==> src/design/fwbp_pkg.sv <==
// shared types, constants and helper functions of the framed window base profile
package fwbp_pkg;

    localparam int CHAR_W   = 8;
    localparam int POS_W    = 29;
    localparam int START_W  = 28;
    localparam int CNT_W    = 9;
    localparam int FRAME_W  = 3;
    localparam int BASE_W   = 4;
    localparam int WIN_W    = 9;
    localparam int STEP_W   = 16;
    localparam int PER_W    = 4;
    localparam int DATA_W   = 32;
    localparam int ADDR_W   = 5;

    localparam logic [CNT_W-1:0] CNT_MAX = 9'd511;

    localparam logic [CHAR_W-1:0] CHAR_A = 8'h41;
    localparam logic [CHAR_W-1:0] CHAR_C = 8'h43;
    localparam logic [CHAR_W-1:0] CHAR_G = 8'h47;
    localparam logic [CHAR_W-1:0] CHAR_T = 8'h54;

    typedef enum logic [2:0] {
        REG_BASE_SET   = 3'd0,
        REG_WINDOW_LEN = 3'd1,
        REG_STEP_LEN   = 3'd2,
        REG_PERIOD_LEN = 3'd3,
        REG_START_POS  = 3'd4,
        REG_END_POS    = 3'd5
    } t_reg_idx;

    typedef struct packed {
        logic [BASE_W-1:0]  base_set;
        logic [WIN_W-1:0]   window_len;
        logic [STEP_W-1:0]  step_len;
        logic [PER_W-1:0]   period_len;
        logic [START_W-1:0] start_pos;
        logic [START_W-1:0] end_pos;
    } t_cfg;

    localparam t_cfg CFG_RESET = '{
        base_set:   4'd6,
        window_len: 9'd201,
        step_len:   16'd51,
        period_len: 4'd3,
        start_pos:  28'd0,
        end_pos:    28'hFFFFFFF
    };

    // write strobes that touch the sequence state of the front part
    typedef struct packed {
        logic               period_wr;
        logic               start_wr;
        logic [START_W-1:0] start_val;
    } t_cfg_evt;

    // classified base, the part that does not depend on the parameters
    typedef struct packed {
        logic             match;
        logic             emit;
        logic [POS_W-1:0] centre;
    } t_item_fix;

    function automatic logic [WIN_W-1:0] eff_window(input logic [WIN_W-1:0] w, input int cap);
        if (w == '0) begin
            eff_window = 9'd1;
        end else if (32'(w) > cap) begin
            eff_window = 9'(cap);
        end else begin
            eff_window = w;
        end
    endfunction

    function automatic logic [PER_W-1:0] eff_period(input logic [PER_W-1:0] p, input int cap);
        if (p == '0) begin
            eff_period = 4'd1;
        end else if (32'(p) > cap) begin
            eff_period = 4'(cap);
        end else begin
            eff_period = p;
        end
    endfunction

    function automatic logic is_match(input logic [CHAR_W-1:0] c, input logic [BASE_W-1:0] bs);
        unique case (c)
            CHAR_A:  is_match = bs[0];
            CHAR_C:  is_match = bs[1];
            CHAR_G:  is_match = bs[2];
            CHAR_T:  is_match = bs[3];
            default: is_match = 1'b0;
        endcase
    endfunction

endpackage

==> src/design/fwbp_ifs.sv <==
// stream interfaces for the base input and the profile result output
interface fwbp_in_if;
    logic       valid;
    logic       ready;
    logic [7:0] base_char;

    modport source (output valid, output base_char, input ready);
    modport sink   (input valid, input base_char, output ready);
endinterface

interface fwbp_out_if;
    logic        valid;
    logic        ready;
    logic [28:0] centre_pos;
    logic [2:0]  frame;
    logic [8:0]  count;
    logic        last;

    modport source (output valid, output centre_pos, output frame, output count,
                    output last, input ready);
    modport sink   (input valid, input centre_pos, input frame, input count,
                    input last, output ready);
endinterface

==> src/design/fwbp_queue.sv <==
// short fifo of classified bases between the front and back parts
module fwbp_queue #(
    parameter int DW = 1
) (
    input  logic          i_clk,
    input  logic          i_rst_n,
    input  logic          i_push,
    input  logic [DW-1:0] i_data,
    output logic          o_full,
    output logic          o_valid,
    output logic [DW-1:0] o_data,
    input  logic          i_pop
);

    localparam int QD = 4;
    localparam int PW = $clog2(QD);

    logic [DW-1:0] r_slot [QD];
    logic [PW-1:0] r_wr_ptr, r_rd_ptr;
    logic [PW:0]   r_cnt;
    logic          do_push, do_pop;

    assign o_full  = (r_cnt == (PW+1)'(QD));
    assign o_valid = (r_cnt != '0);
    assign o_data  = r_slot[r_rd_ptr];
    assign do_push = i_push && !o_full;
    assign do_pop  = i_pop && o_valid;

    always_ff @(posedge i_clk) begin
        if (do_push) begin
            r_slot[r_wr_ptr] <= i_data;
        end
    end

    always_ff @(posedge i_clk) begin
        if (!i_rst_n) begin
            r_wr_ptr <= '0;
            r_rd_ptr <= '0;
            r_cnt    <= '0;
        end else begin
            if (do_push) begin
                r_wr_ptr <= r_wr_ptr + 1'b1;
            end
            if (do_pop) begin
                r_rd_ptr <= r_rd_ptr + 1'b1;
            end
            if (do_push && !do_pop) begin
                r_cnt <= r_cnt + 1'b1;
            end else if (do_pop && !do_push) begin
                r_cnt <= r_cnt - 1'b1;
            end
        end
    end

`ifndef SYNTHESIS
    a_no_overflow: assert property (@(posedge i_clk) disable iff (!i_rst_n)
        !(i_push && o_full))
        else $error("push into full queue");
`endif

endmodule

==> src/design/fwbp_front.sv <==
// front part: takes bases, tracks position, ring slot, frame and step, classifies each base
module fwbp_front #(
    parameter  int MAX_WINDOW = 256,
    parameter  int MAX_PERIOD = 8,
    localparam int RIW = $clog2(MAX_WINDOW),
    localparam int FIW = (MAX_PERIOD > 1) ? $clog2(MAX_PERIOD) : 1
) (
    input  logic                 i_clk,
    input  logic                 i_rst_n,
    fwbp_in_if.sink              i_in,
    input  fwbp_pkg::t_cfg       i_cfg,
    input  fwbp_pkg::t_cfg_evt   i_evt,
    input  logic                 i_q_full,
    input  logic                 i_clr_busy,
    output logic                 o_push,
    output logic [RIW-1:0]       o_ring_idx,
    output logic [FIW-1:0]       o_frame,
    output fwbp_pkg::t_item_fix  o_fix
);

    localparam int MSW = $clog2(fwbp_pkg::POS_W + 1);

    logic [fwbp_pkg::WIN_W-1:0]  win, half;
    logic [fwbp_pkg::STEP_W-1:0] stp;
    logic [fwbp_pkg::PER_W-1:0]  per;

    logic [RIW-1:0]                r_ring, n_ring, ring_cur;
    logic [RIW:0]                  ring_plus;
    logic [FIW-1:0]                r_frame, n_frame;
    logic [FIW:0]                  frame_plus;
    logic [fwbp_pkg::POS_W-1:0]    r_pos, n_pos;
    logic [fwbp_pkg::POS_W:0]      pos_plus;
    logic [fwbp_pkg::WIN_W-1:0]    r_fill, n_fill, fill_plus;
    logic [fwbp_pkg::STEP_W-1:0]   r_step, n_step;
    logic [fwbp_pkg::STEP_W:0]     step_plus;
    logic                          emit, accept;

    // remainder of position by period, one bit per cycle
    logic                          r_mod_busy, n_mod_busy;
    logic [MSW-1:0]                r_mod_cnt, n_mod_cnt;
    logic [fwbp_pkg::POS_W-1:0]    r_mod_sh, n_mod_sh;
    logic [fwbp_pkg::PER_W-1:0]    r_rem, n_rem;
    logic [fwbp_pkg::PER_W:0]      rem_sh;

    always_comb begin
        win  = fwbp_pkg::eff_window(i_cfg.window_len, MAX_WINDOW);
        per  = fwbp_pkg::eff_period(i_cfg.period_len, MAX_PERIOD);
        stp  = (i_cfg.step_len == '0) ? 16'd1 : i_cfg.step_len;
        half = win >> 1;
    end

    assign i_in.ready = !i_q_full && !r_mod_busy && !i_clr_busy;
    assign accept     = i_in.valid && i_in.ready;
    assign o_push     = accept && (r_pos <= {1'b0, i_cfg.end_pos});

    always_comb begin
        ring_cur   = (32'(r_ring) >= 32'(win)) ? '0 : r_ring;
        ring_plus  = {1'b0, ring_cur} + 1'b1;
        frame_plus = {1'b0, r_frame} + 1'b1;
        pos_plus   = {1'b0, r_pos} + 1'b1;
        fill_plus  = r_fill + 1'b1;
        step_plus  = {1'b0, r_step} + 1'b1;

        n_ring  = r_ring;
        n_frame = r_frame;
        n_pos   = r_pos;
        n_fill  = r_fill;
        n_step  = r_step;
        emit    = 1'b0;

        if (r_fill < win) begin
            emit = (fill_plus == win);
        end else begin
            emit = (step_plus >= {1'b0, stp});
        end

        if (o_push) begin
            n_ring  = (32'(ring_plus) >= 32'(win)) ? '0 : RIW'(ring_plus);
            n_frame = (32'(frame_plus) >= 32'(per)) ? '0 : FIW'(frame_plus);
            n_pos   = fwbp_pkg::POS_W'(pos_plus);
            if (r_fill < win) begin
                n_fill = fill_plus;
                if (emit) begin
                    n_step = '0;
                end
            end else begin
                n_step = emit ? '0 : fwbp_pkg::STEP_W'(step_plus);
            end
        end

        rem_sh     = {r_rem, r_mod_sh[fwbp_pkg::POS_W-1]};
        n_mod_busy = r_mod_busy;
        n_mod_cnt  = r_mod_cnt;
        n_mod_sh   = r_mod_sh;
        n_rem      = r_rem;
        if (i_evt.period_wr || i_evt.start_wr) begin
            n_mod_busy = 1'b1;
            n_mod_cnt  = MSW'(fwbp_pkg::POS_W);
            n_rem      = '0;
            n_mod_sh   = i_evt.start_wr ? {1'b0, i_evt.start_val} : r_pos;
            if (i_evt.start_wr) begin
                n_pos = {1'b0, i_evt.start_val};
            end
        end else if (r_mod_busy) begin
            n_rem     = (rem_sh >= {1'b0, per}) ? fwbp_pkg::PER_W'(rem_sh - {1'b0, per})
                                                : fwbp_pkg::PER_W'(rem_sh);
            n_mod_sh  = r_mod_sh << 1;
            n_mod_cnt = r_mod_cnt - 1'b1;
            if (r_mod_cnt == MSW'(1)) begin
                n_mod_busy = 1'b0;
                n_frame    = FIW'(n_rem);
            end
        end
    end

    always_comb begin
        o_ring_idx   = ring_cur;
        o_frame      = r_frame;
        o_fix.match  = fwbp_pkg::is_match(i_in.base_char, i_cfg.base_set);
        o_fix.emit   = emit;
        o_fix.centre = (pos_plus >= {21'b0, half}) ?
                       fwbp_pkg::POS_W'(pos_plus - {21'b0, half}) : '0;
    end

    always_ff @(posedge i_clk) begin
        r_mod_sh <= n_mod_sh;
        r_rem    <= n_rem;
    end

    always_ff @(posedge i_clk) begin
        if (!i_rst_n) begin
            r_ring     <= '0;
            r_frame    <= '0;
            r_pos      <= '0;
            r_fill     <= '0;
            r_step     <= '0;
            r_mod_busy <= 1'b0;
            r_mod_cnt  <= '0;
        end else begin
            r_ring     <= n_ring;
            r_frame    <= n_frame;
            r_pos      <= n_pos;
            r_fill     <= n_fill;
            r_step     <= n_step;
            r_mod_busy <= n_mod_busy;
            r_mod_cnt  <= n_mod_cnt;
        end
    end

endmodule

==> src/design/fwbp_back.sv <==
// back part: flag ring memory, per-frame counters and the result burst
module fwbp_back #(
    parameter  int MAX_WINDOW = 256,
    parameter  int MAX_PERIOD = 8,
    localparam int RIW = $clog2(MAX_WINDOW),
    localparam int FIW = (MAX_PERIOD > 1) ? $clog2(MAX_PERIOD) : 1
) (
    input  logic                 i_clk,
    input  logic                 i_rst_n,
    input  fwbp_pkg::t_cfg       i_cfg,
    input  logic                 i_q_valid,
    input  logic [RIW-1:0]       i_ring_idx,
    input  logic [FIW-1:0]       i_frame,
    input  fwbp_pkg::t_item_fix  i_fix,
    output logic                 o_pop,
    output logic                 o_clr_busy,
    fwbp_out_if.source           o_res
);

    logic [fwbp_pkg::PER_W-1:0] per;

    // match flag ring, cleared by a sweep after reset
    logic                r_flags [MAX_WINDOW];
    logic                r_clr_busy;
    logic [RIW-1:0]      r_clr_idx;
    logic                r_rdata;

    // stage holding the base whose flag read is in flight
    logic                r_a_valid;
    logic [RIW-1:0]      r_a_idx;
    logic [FIW-1:0]      r_a_frame;
    fwbp_pkg::t_item_fix r_a_fix;
    logic                r_fwd_hit, r_fwd_val;
    logic                a_load, proc, old_flag, inc, dec;

    logic [fwbp_pkg::CNT_W-1:0] r_cnt  [MAX_PERIOD];
    logic [fwbp_pkg::CNT_W-1:0] n_cnt  [MAX_PERIOD];
    logic [fwbp_pkg::CNT_W-1:0] r_snap [MAX_PERIOD];

    logic                       r_burst_act;
    logic [FIW-1:0]             r_burst_j;
    logic [fwbp_pkg::POS_W-1:0] r_burst_centre;
    logic                       burst_last, out_load;

    logic                       r_out_valid;
    logic [fwbp_pkg::POS_W-1:0] r_out_centre;
    logic [fwbp_pkg::FRAME_W-1:0] r_out_frame;
    logic [fwbp_pkg::CNT_W-1:0] r_out_count;
    logic                       r_out_last;

    assign per        = fwbp_pkg::eff_period(i_cfg.period_len, MAX_PERIOD);
    assign o_clr_busy = r_clr_busy;

    assign burst_last = (32'(r_burst_j) + 1 == 32'(per));
    assign out_load   = r_burst_act && (!r_out_valid || o_res.ready);
    // a base may update the counters once the burst has taken its last snapshot entry
    assign proc       = r_a_valid && (!r_burst_act || (out_load && burst_last));
    assign a_load     = i_q_valid && !r_clr_busy && (!r_a_valid || proc);
    assign o_pop      = a_load;

    assign old_flag = r_fwd_hit ? r_fwd_val : r_rdata;
    assign inc      = r_a_fix.match && !old_flag;
    assign dec      = !r_a_fix.match && old_flag;

    always_comb begin
        for (int k = 0; k < MAX_PERIOD; k++) begin
            n_cnt[k] = r_cnt[k];
            if (proc && (32'(r_a_frame) == k)) begin
                if (inc && (r_cnt[k] != fwbp_pkg::CNT_MAX)) begin
                    n_cnt[k] = r_cnt[k] + 1'b1;
                end else if (dec && (r_cnt[k] != '0)) begin
                    n_cnt[k] = r_cnt[k] - 1'b1;
                end
            end
        end
    end

    always_ff @(posedge i_clk) begin
        if (r_clr_busy) begin
            r_flags[r_clr_idx] <= 1'b0;
        end else if (proc) begin
            r_flags[r_a_idx] <= r_a_fix.match;
        end
        if (a_load) begin
            r_rdata <= r_flags[i_ring_idx];
        end
    end

    // payload registers
    always_ff @(posedge i_clk) begin
        if (a_load) begin
            r_a_idx   <= i_ring_idx;
            r_a_frame <= i_frame;
            r_a_fix   <= i_fix;
            // the slot written this cycle is read stale by the memory
            r_fwd_hit <= proc && (r_a_idx == i_ring_idx);
            r_fwd_val <= r_a_fix.match;
        end
        if (proc && r_a_fix.emit) begin
            r_burst_centre <= r_a_fix.centre;
            for (int k = 0; k < MAX_PERIOD; k++) begin
                r_snap[k] <= n_cnt[k];
            end
        end else if (out_load) begin
            for (int k = 0; k < MAX_PERIOD - 1; k++) begin
                r_snap[k] <= r_snap[k+1];
            end
        end
        if (out_load) begin
            r_out_centre <= r_burst_centre;
            r_out_frame  <= fwbp_pkg::FRAME_W'(r_burst_j);
            r_out_count  <= r_snap[0];
            r_out_last   <= burst_last;
        end
    end

    always_ff @(posedge i_clk) begin
        if (!i_rst_n) begin
            r_clr_busy  <= 1'b1;
            r_clr_idx   <= '0;
            r_a_valid   <= 1'b0;
            r_burst_act <= 1'b0;
            r_burst_j   <= '0;
            r_out_valid <= 1'b0;
            for (int k = 0; k < MAX_PERIOD; k++) begin
                r_cnt[k] <= '0;
            end
        end else begin
            if (r_clr_busy) begin
                r_clr_idx <= r_clr_idx + 1'b1;
                if (r_clr_idx == RIW'(MAX_WINDOW - 1)) begin
                    r_clr_busy <= 1'b0;
                end
            end
            if (a_load) begin
                r_a_valid <= 1'b1;
            end else if (proc) begin
                r_a_valid <= 1'b0;
            end
            for (int k = 0; k < MAX_PERIOD; k++) begin
                r_cnt[k] <= n_cnt[k];
            end
            if (proc && r_a_fix.emit) begin
                r_burst_act <= 1'b1;
                r_burst_j   <= '0;
            end else if (out_load) begin
                r_burst_j <= r_burst_j + 1'b1;
                if (burst_last) begin
                    r_burst_act <= 1'b0;
                end
            end
            if (out_load) begin
                r_out_valid <= 1'b1;
            end else if (o_res.ready) begin
                r_out_valid <= 1'b0;
            end
        end
    end

    assign o_res.valid      = r_out_valid;
    assign o_res.centre_pos = r_out_centre;
    assign o_res.frame      = r_out_frame;
    assign o_res.count      = r_out_count;
    assign o_res.last       = r_out_last;

`ifndef SYNTHESIS
    a_last_frame: assert property (@(posedge i_clk) disable iff (!i_rst_n)
        o_res.valid && o_res.last |-> o_res.frame == 3'(per - 4'd1))
        else $error("last result not on final frame");

    a_frame_seq: assert property (@(posedge i_clk) disable iff (!i_rst_n)
        o_res.valid && o_res.ready && !o_res.last
        |=> o_res.valid && (o_res.frame == 3'($past(o_res.frame) + 3'd1)))
        else $error("burst frame sequence broken");

    a_clear_idle: assert property (@(posedge i_clk) disable iff (!i_rst_n)
        r_clr_busy |-> !r_a_valid && !r_burst_act)
        else $error("base processed during flag clearing");
`endif

endmodule

==> src/design/framed_window_base_profile.sv <==
// Sliding-window base profile split by reading frame.
// i_base carries one ASCII nucleotide per transfer; o_res carries profile results
// (centre_pos, frame, count, last). An APB port holds the registers base_set,
// window_len, step_len, period_len, start_pos and end_pos at byte address 4*i.
// Throughput is one base per cycle while i_base.ready is high. A base that
// completes the window, and then every step_len-th base, produces a burst of
// period results, one per cycle while o_res is ready, frame 0 first, last set
// on the final one; the front keeps taking bases into a four-entry queue while
// the burst drains. A burst's first result passes the queue, the flag-read
// stage, the burst snapshot and the output register. Bases past end_pos are
// taken and dropped. After reset the flag ring is cleared entry by entry over
// all MAX_WINDOW entries (256 by default); i_base.ready stays low meanwhile.
// A write to period_len or start_pos recomputes the frame by a bit-serial
// remainder sweep, with i_base.ready low. When o_res stalls, the burst holds in
// the output register, the queue fills and i_base.ready drops; nothing is lost.
module framed_window_base_profile #(
    parameter int MAX_WINDOW = 256,
    parameter int MAX_PERIOD = 8
) (
    input  logic                         i_clk,
    input  logic                         i_rst_n,
    fwbp_in_if.sink                      i_base,
    fwbp_out_if.source                   o_res,
    input  logic                         psel,
    input  logic                         penable,
    input  logic                         pwrite,
    input  logic [fwbp_pkg::ADDR_W-1:0]  paddr,
    input  logic [fwbp_pkg::DATA_W-1:0]  pwdata,
    output logic [fwbp_pkg::DATA_W-1:0]  prdata,
    output logic                         pready
);

    localparam int RIW  = $clog2(MAX_WINDOW);
    localparam int FIW  = (MAX_PERIOD > 1) ? $clog2(MAX_PERIOD) : 1;
    localparam int FXW  = $bits(fwbp_pkg::t_item_fix);
    localparam int QDW  = RIW + FIW + FXW;

    fwbp_pkg::t_cfg      r_cfg;
    fwbp_pkg::t_cfg_evt  evt;
    fwbp_pkg::t_reg_idx  reg_idx;
    logic                wr;

    logic                push, q_full, q_valid, pop, clr_busy;
    logic [RIW-1:0]      f_ring;
    logic [FIW-1:0]      f_frame;
    fwbp_pkg::t_item_fix f_fix;
    logic [QDW-1:0]      q_in, q_out;

    assign pready  = 1'b1;
    assign reg_idx = fwbp_pkg::t_reg_idx'(paddr[4:2]);
    assign wr      = psel && penable && pwrite;

    always_comb begin
        evt.period_wr = wr && (reg_idx == fwbp_pkg::REG_PERIOD_LEN);
        evt.start_wr  = wr && (reg_idx == fwbp_pkg::REG_START_POS);
        evt.start_val = pwdata[fwbp_pkg::START_W-1:0];
    end

    always_ff @(posedge i_clk) begin
        if (!i_rst_n) begin
            r_cfg <= fwbp_pkg::CFG_RESET;
        end else if (wr) begin
            unique case (reg_idx)
                fwbp_pkg::REG_BASE_SET:   r_cfg.base_set   <= pwdata[fwbp_pkg::BASE_W-1:0];
                fwbp_pkg::REG_WINDOW_LEN: r_cfg.window_len <= pwdata[fwbp_pkg::WIN_W-1:0];
                fwbp_pkg::REG_STEP_LEN:   r_cfg.step_len   <= pwdata[fwbp_pkg::STEP_W-1:0];
                fwbp_pkg::REG_PERIOD_LEN: r_cfg.period_len <= pwdata[fwbp_pkg::PER_W-1:0];
                fwbp_pkg::REG_START_POS:  r_cfg.start_pos  <= pwdata[fwbp_pkg::START_W-1:0];
                fwbp_pkg::REG_END_POS:    r_cfg.end_pos    <= pwdata[fwbp_pkg::START_W-1:0];
                default: ;
            endcase
        end
    end

    always_comb begin
        unique case (reg_idx)
            fwbp_pkg::REG_BASE_SET:   prdata = 32'(r_cfg.base_set);
            fwbp_pkg::REG_WINDOW_LEN: prdata = 32'(r_cfg.window_len);
            fwbp_pkg::REG_STEP_LEN:   prdata = 32'(r_cfg.step_len);
            fwbp_pkg::REG_PERIOD_LEN: prdata = 32'(r_cfg.period_len);
            fwbp_pkg::REG_START_POS:  prdata = 32'(r_cfg.start_pos);
            fwbp_pkg::REG_END_POS:    prdata = 32'(r_cfg.end_pos);
            default:                  prdata = '0;
        endcase
    end

    fwbp_front #(
        .MAX_WINDOW (MAX_WINDOW),
        .MAX_PERIOD (MAX_PERIOD)
    ) u_front (
        .i_clk      (i_clk),
        .i_rst_n    (i_rst_n),
        .i_in       (i_base),
        .i_cfg      (r_cfg),
        .i_evt      (evt),
        .i_q_full   (q_full),
        .i_clr_busy (clr_busy),
        .o_push     (push),
        .o_ring_idx (f_ring),
        .o_frame    (f_frame),
        .o_fix      (f_fix)
    );

    assign q_in = {f_ring, f_frame, f_fix};

    fwbp_queue #(
        .DW (QDW)
    ) u_queue (
        .i_clk   (i_clk),
        .i_rst_n (i_rst_n),
        .i_push  (push),
        .i_data  (q_in),
        .o_full  (q_full),
        .o_valid (q_valid),
        .o_data  (q_out),
        .i_pop   (pop)
    );

    fwbp_back #(
        .MAX_WINDOW (MAX_WINDOW),
        .MAX_PERIOD (MAX_PERIOD)
    ) u_back (
        .i_clk      (i_clk),
        .i_rst_n    (i_rst_n),
        .i_cfg      (r_cfg),
        .i_q_valid  (q_valid),
        .i_ring_idx (q_out[QDW-1:FIW+FXW]),
        .i_frame    (q_out[FIW+FXW-1:FXW]),
        .i_fix      (fwbp_pkg::t_item_fix'(q_out[FXW-1:0])),
        .o_pop      (pop),
        .o_clr_busy (clr_busy),
        .o_res      (o_res)
    );

endmodule

==> src/flat_wrapper.sv <==
// flat-port wrapper written by rule: the top's interface ports become plain ports
module framed_window_base_profile_flat 
#(
    parameter int MAX_WINDOW = 256,
    parameter int MAX_PERIOD = 8
)
  (i_clk, i_rst_n, psel, penable, pwrite, paddr, pwdata, prdata, pready, i_base_valid, i_base_base_char, i_base_ready, o_res_valid, o_res_centre_pos, o_res_frame, o_res_count, o_res_last, o_res_ready);
  fwbp_in_if i_base_i ();
  fwbp_out_if o_res_i ();
  input  logic i_clk;
  input  logic i_rst_n;
  input  logic psel;
  input  logic penable;
  input  logic pwrite;
  input  logic [fwbp_pkg::ADDR_W-1:0] paddr;
  input  logic [fwbp_pkg::DATA_W-1:0] pwdata;
  output logic [fwbp_pkg::DATA_W-1:0] prdata;
  output logic pready;
  input wire logic [$bits(i_base_i.valid)-1:0] i_base_valid;
  input wire logic [$bits(i_base_i.base_char)-1:0] i_base_base_char;
  output wire logic [$bits(i_base_i.ready)-1:0] i_base_ready;
  output wire logic [$bits(o_res_i.valid)-1:0] o_res_valid;
  output wire logic [$bits(o_res_i.centre_pos)-1:0] o_res_centre_pos;
  output wire logic [$bits(o_res_i.frame)-1:0] o_res_frame;
  output wire logic [$bits(o_res_i.count)-1:0] o_res_count;
  output wire logic [$bits(o_res_i.last)-1:0] o_res_last;
  input wire logic [$bits(o_res_i.ready)-1:0] o_res_ready;
  assign i_base_i.valid = i_base_valid;
  assign i_base_i.base_char = i_base_base_char;
  assign i_base_ready = i_base_i.ready;
  assign o_res_valid = o_res_i.valid;
  assign o_res_centre_pos = o_res_i.centre_pos;
  assign o_res_frame = o_res_i.frame;
  assign o_res_count = o_res_i.count;
  assign o_res_last = o_res_i.last;
  assign o_res_i.ready = o_res_ready;
  framed_window_base_profile #(.MAX_WINDOW(MAX_WINDOW), .MAX_PERIOD(MAX_PERIOD)) u_core (.i_clk(i_clk), .i_rst_n(i_rst_n), .i_base(i_base_i), .o_res(o_res_i), .psel(psel), .penable(penable), .pwrite(pwrite), .paddr(paddr), .pwdata(pwdata), .prdata(prdata), .pready(pready));
endmodule
==> config.mk <==
export PLATFORM = sky130hd
export DESIGN_NAME = framed_window_base_profile_flat
export DESIGN_NICKNAME = d
export VERILOG_FILES = /design/src/design/fwbp_pkg.sv /design/src/design/fwbp_ifs.sv /design/src/design/fwbp_queue.sv /design/src/design/fwbp_front.sv /design/src/design/fwbp_back.sv /design/src/design/framed_window_base_profile.sv /design/src/flat_wrapper.sv
export SDC_FILE = /design/constraint.sdc
export NUM_CORES = 2
export LEC_CHECK = 0
export CELL_PAD_IN_SITES_DETAIL_PLACEMENT = 1
export CELL_PAD_IN_SITES_GLOBAL_PLACEMENT = 2
export CORE_MARGIN = 8
export CORE_UTILIZATION = 48
export DETAILED_ROUTE_END_ITERATION = 16
export DONT_BUFFER_PORTS = 1
export PLACE_DENSITY = 0.95
export SYNTH_ARGS = -nofsm -noshare
export SYNTH_HDL_FRONTEND = slang
export SYNTH_HIERARCHICAL = 1
export SYNTH_SLANG_ARGS = --single-unit
==> constraint.sdc <==
create_clock -name i_clk -period 17.35 [get_ports i_clk]
set_clock_uncertainty 0.2 [all_clocks]
set_input_delay 3.47 -clock i_clk [delete_from_list [all_inputs] [get_ports i_clk]]
set_output_delay 3.47 -clock i_clk [all_outputs]
set_load 0.005 [all_outputs]
-- Word-level counts from Yosys, hierarchy flattened
Memories as Yosys holds them, arrays and structs flattened. A register that Yosys moved wholly into a read port is not among the register bits.
Cells that the tools add are included.
- memories kept: 4
- logic and storage cells: 320
- bits of input ports: 52
- bits in registers: 321
- bits in writable memories: 568
- output and inout port bits: 77
- $add $sub $neg: 31
- reductions and logical operators: 91
- order comparisons: 10
- bitwise operators: 16
- multiplexer cells: 101
- equal/unequal tests: 31
- memory list (name ; depth ; width ; read ports ; clocked after Yosys merged registers in ; wr ports ; RTL line ; text):
    u_core.u_back.r_flags ; 256 ; 1 ; 1 ; 1 ; 1 ; fwbp_back.sv:23 ; logic r_flags [MAX_WINDOW];
    u_core.u_queue.r_slot ; 4 ; 42 ; 1 ; 1 ; 1 ; fwbp_queue.sv:18 ; logic [DW-1:0] r_slot [QD];
    u_core.u_back.r_cnt ; 8 ; 9 ; 8 ; 0 ; 8 ; fwbp_back.sv:36 ; logic [fwbp_pkg::CNT_W-1:0] r_cnt [MAX_PERIOD];
    u_core.u_back.r_snap ; 8 ; 9 ; 8 ; 1 ; 8 ; fwbp_back.sv:38 ; logic [fwbp_pkg::CNT_W-1:0] r_snap [MAX_PERIOD];
- operator list (operator ; number):
    $mux W9 ; 41
    $mux W29 ; 7
    $pmux W28 S6 ; 1
    $add A9 B1 Y9 const B ; 9
    $ne A9 B9 Y1 const B ; 8
    $reduce_bool A9 Y1 ; 8
    $sub A9 B1 Y9 const B ; 8
    $mux W16 ; 4
    $logic_and A1 B1 Y1 ; 45
    $eq A8 B7 Y1 const B ; 4
    $add A29 B1 Y30 const B ; 1
    $ge A30 B8 Y1 ; 1
    $mux W1 ; 30
    $le A29 B28 Y1 ; 1
    $sub A29 B8 Y29 ; 1
    $mux W8 ; 3
    $eq A3 B3 Y1 const B ; 7
    $mux W3 ; 7
    $reduce_and A2 Y1 ; 9
    $add A16 B1 Y17 const B ; 1
    $ge A17 B16 Y1 ; 1
    $logic_not A16 Y1 ; 1
    $or A1 B1 Y1 ; 15
    $eq A3 B2 Y1 const B ; 4
    36 further kinds ; 63

-- Depth between registers and ports, before layout
- depth after elaboration: 13
- gate-level depth with buffers: 22
- depth with buffers taken out: 20

-- By module
The synthesis kept the hierarchy.
- modules (own cells, without submodules) (module ; seq. area each (um^2) ; times used ; area an instance (um^2) ; cells each):
    fwbp_back ; 15074.5 ; 1 ; 24305.8 ; 1982
    fwbp_front ; 2372.3 ; 1 ; 9537.9 ; 1184
    fwbp_queue ; 5225.0 ; 1 ; 6590.1 ; 268
    framed_window_base_profile ; 1781.7 ; 1 ; 4189.0 ; 471

-- Least setup slack after synthesis
OpenSTA, ideal clock, no wires.
- kind: input port to flip-flop
- from: input port o_res_ready
- to: memory u_core.u_back.r_flags[0], data pin
- data required time: 15.761 ns
- arrival: 10.552 ns
- library setup time: 1.389 ns
- stages on the path: 8
- path buffers: 3
- slack: 5.209 ns
- cell sequence: nand2b_1 > nor2_1 > a31oi_2 > nand4_1 > buf_2 > buf_6 > buf_2 > nor2_1
- cells in the longest elaborated chain, start to end: 10
- RTL lines (element ; RTL line ; text):
    from (decl) ; flat_wrapper.sv:27 ; input wire logic [$bits(o_res_i.ready)-1:0] o_res_ready;
    $logic_or A1 B1 Y1 ; fwbp_back.sv:55 ; assign out_load = r_burst_act && (!r_out_valid || o_res.ready);
    $logic_and A1 B1 Y1 ; fwbp_back.sv:55 ;
    $logic_and A1 B1 Y1 ; fwbp_back.sv:57 ; assign proc = r_a_valid && (!r_burst_act || (out_load && burst_last));
    $logic_or A1 B1 Y1 ; fwbp_back.sv:57 ;
    $logic_and A1 B1 Y1 ; fwbp_back.sv:57 ;
    $mux W1 ; fwbp_back.sv:81 ; end else if (proc) begin
    $mux W1 ; fwbp_back.sv:79 ; if (r_clr_busy) begin
    $mux W1 (implied by the code) ; fwbp_back.sv:82 ; r_flags[r_a_idx] <= r_a_fix.match;
    $reduce_or A1 Y1 (no source line) ; n/a ;
    $mux W1 (no source line) ; n/a ;
    to (decl) ; fwbp_back.sv:23 ;
No other way between the ends.

-- Worst setup path in the final report
- from: input port paddr[4] (netlist bit)
- to: output port prdata[3] (netlist bit)
- cells in the longest elaborated chain, start to end: 2
- elaborated cells on any way between the ends: 7
- those cells by class: eq/ne: 5; mux: 1; reduce/logical: 1
- RTL lines (element ; RTL line ; text):
    from (decl) ; flat_wrapper.sv:15 ; input logic [fwbp_pkg::ADDR_W-1:0] paddr;
    $eq A3 B3 Y1 (tied with other cells) ; framed_window_base_profile.sv:76 ; unique case (reg_idx)
    $pmux W28 S6 (*) ; framed_window_base_profile.sv:76 ;
    to (decl) ; flat_wrapper.sv:17 ; output logic [fwbp_pkg::DATA_W-1:0] prdata;
Mark *: on every way between the ends. The rest lies on a longest branch, timed or not.

==> impl_metrics.csv <==
group,metric,value,unit
yosys,async_flop_share,0,
route,finalWirelength,128000,µm
clocking,cts_resized,0,
timing,holdWs,0.216,ns
cells_and_area,area_growth,8.79,%
outcome,status,"finished clean",
global_routing,grt_pass1_vias,33000,
clocking,tritoncts,"done",
clocking,htree_levels,3,
route,wl_per_cell,24.9,µm
yosys,ys_warn_count,6,
route,dr.first_iter.drc_count,2597,
clocking,cts_setup_buffers,0,
timing,max_slew_margin,0.172,
die,core.rowCount,112,
yosys,avgSynthCellArea,11.4,µm²
die,initial_core_util,0.481,
power_and_ir_drop,peakVddDrop,0.0640,mV
power_and_ir_drop,p_leak,0.0167,µW
die,dieArea,0.103,mm²
flow_run,maxCapViolations,0,
clocking,cts_hold_buf,0,
worst_setup_path,cp_max_fo,15,
global_routing,grt_max_degree,171,
yosys,ys.flop_type,"edfxtp_1",
route,met2_length,65800,µm
die,die_h,321,µm
route,vias,31700,
timing,drv_slew,0,
worst_hold_path,hp-class,"reg2reg",
yosys,syn_area,0.0446,mm²
worst_setup_path,path_cells,"nor3b_2 -> a32oi_1 -> nand2_1",
yosys,synth.distinct_cells,114,
clocking,clock_latency,0.67,ns
route,viasPerCell,6.16,
place,port_buffers,0,
power_and_ir_drop,power_density,92.7,mW/mm²
clocking,cts_buffer_depth,3,
cells_and_area,fillers,9661,
global_routing,grt_remaining_overflow,0,
worst_setup_path,critPathBufInv,0,
worst_setup_path,critical_path_class,"in2out",
yosys,syn_inst,3905,
worst_setup_path,cp.required,13.68,ns
worst_setup_path,arrival,4.63,ns
route,antenna_left,0,
route,drt-met1-wl,51000,µm
place,place_hpwl,82800,µm
worst_setup_path,crit_family,"simple AND/OR/NAND/NOR gates",
timing,finalSetupViolCount,0,
cells_and_area,nets,3986,
die,die_w,321,µm
yosys,ys_ff_latch,901,
route,drc,0,
global_routing,antenna_found_initial,2,
clocking,clkSlewWorstSetupHoldPaths,0.06,ns
cells_and_area,layout-drive-gt1-share,0.103,
worst_setup_path,slowest_stage,"nor3b_2",
route,maxUsedRoutingLayer,"met4",
timing,worst_pin_slew,1.24,ns
cells_and_area,final_common_cell,"edfxtp_1",
timing,min_period,8.30,ns
global_routing,grt_usage,0.243,
cells_and_area,layout_common_cells,"edfxtp_1 (641), nor2_1 (499), dfxtp_1 (257), nand2_1 (238), mux2i_1 (203)",
route,wl_met3,6570,µm
die,io_pins,129,
clocking,cts.sinks,901,
timing,finalHoldViolCount,0,
global_routing,grt_first_pass_wirelength,199000,µm
timing,rsz0062_at_grt,"false",
timing,fin_crit_sh,0.479,
clocking,cts_made_buffers,95,
yosys,ys_seq_area_frac,0.548,
timing,fmax,120,MHz
clocking,root_buffer,"clkbuf_16",
yosys,synth-edff-count,641,
place,gp_congestion,0.840,
worst_setup_path,crit_path_start_kind,"primary input",
die,core_area,0.0928,mm²
worst_setup_path,slowest_delay,0.77,ns
timing,finalSetupTns,0,ns
route,drtPass1Iterations,6,
worst_setup_path,end_kind,"output port",
==> synth_stat cells, drive strengths merged (45+ instances only) <==
master | number | share of area
edfxtp | 641 | 0.43
nor2 | 512 | 0.044
dfxtp | 260 | 0.12
nand2 | 239 | 0.020
mux2i | 210 | 0.048
a21oi | 176 | 0.020
clkbuf | 146 | 0.012
inv | 140 | 0.012
o21ai | 129 | 0.014
ha | 123 | 0.034
buf | 109 | 0.017
nor3 | 100 | 0.011
xnor2 | 93 | 0.018
nand3 | 85 | 0.0099
mux4 | 84 | 0.042
a31oi | 61 | 0.0088
or3 | 56 | 0.0080
nor2b | 45 | 0.0063
==> flip-flops by register name, summed over array words and instances, names as in the netlist, 9 cells and up, named ones only <==
name                            flops
u_core/u_back/r_flags             256
u_core/u_queue/r_slot             168
u_core/r_cfg                       89
u_core/u_back/r_cnt                72
u_core/u_back/r_snap               72
u_core/u_back/r_a_fix              31
u_core/u_back/o_res.centre_pos     29
u_core/u_back/r_burst_centre       29
u_core/u_front/r_mod_sh            29
u_core/u_front/r_pos               29
u_core/u_front/r_step              16
u_core/u_back/o_res.count           9
u_core/u_front/r_fill               9
==> through the flow <==
step | util | std cells | power [µW] | cell area [µm²] | setup WS, ns
2_1_floorplan | - | 3908 | 2470 | 44600 | 5.21
3_3_place_gp | 0.490 | 4965 | 2500 | 45500 | 9.15
3_5_place_dp | 0.490 | 4965 | 2510 | 45500 | 9.10
4_1_cts | 0.523 | 5141 | 4530 | 48500 | 9.10
5_1_grt | 0.523 | 5141 | 4620 | 48500 | 9.02
6_report | 0.523 | 5142 | 4500 | 48500 | 9.05
==> where the power goes <==
group	internal [µW]	leakage [µW]	switching, µW
sequential	2300	0.00806	12.0
combinational	51.0	0.00711	96.6
clock	1160	0.00151	874
total	3520	0.0167	983
==> path summary, 6_finish.rpt <==
| path | from | slack (ns) | end | cells past startpoint |
|---|---|---|---|---|
| worst min register to register | u_core/u_back/r_a_fix[12]$_DFFE_PP_ | 0.22 | u_core/u_back/r_burst_centre[12]$_DFFE_PN_ | 0 |
| worst min-delay path | u_core/u_back/r_a_fix[12]$_DFFE_PP_ | 0.22 | u_core/u_back/r_burst_centre[12]$_DFFE_PN_ | 0 |
| worst max register to register | u_core/u_back/o_clr_busy$_SDFF_PN1_ | 11.26 | u_core/u_queue/r_cnt[2]$_SDFFE_PN0P_ | 15 |
| worst max-delay path | paddr[4] | 9.05 | prdata[3] | 3 |
==> area by class of cell <==
cell class                      instances  area (µm²)  area share
Timing Repair Buffer                   58         435     0.00897
Tap cell                             1254        1570      0.0323
Multi-Input combinational cell       2610       18500       0.381
Antenna cell                            1        2.50   0.0000515
Sequential cell                       901       24500       0.504
Inverter                              142         534      0.0110
Clock inverter                         47         427     0.00879
Clock buffer                          129        2650      0.0545
==> logic make-up after synthesis <==
| group | synth area share |
|---|---|
| mux | 0.0927 |
| flops | 0.548 |
| simple gates | 0.142 |
| buf+inv | 0.0408 |
| fa+ha+maj | 0.0358 |
| xor+xnor | 0.0262 |
| compound gates | 0.114 |
| other cells | 0.000168 |
==> routing by layer <==
layer / global-route usage / up-vias
met5: 0 / -
met3: 0.0400 / 265
li1: - / 14300
met4: 0.0805 / 0
met2: 0.438 / 939
met1: 0.294 / 16100
No activity file was read; power rests on OpenSTA's default activity.
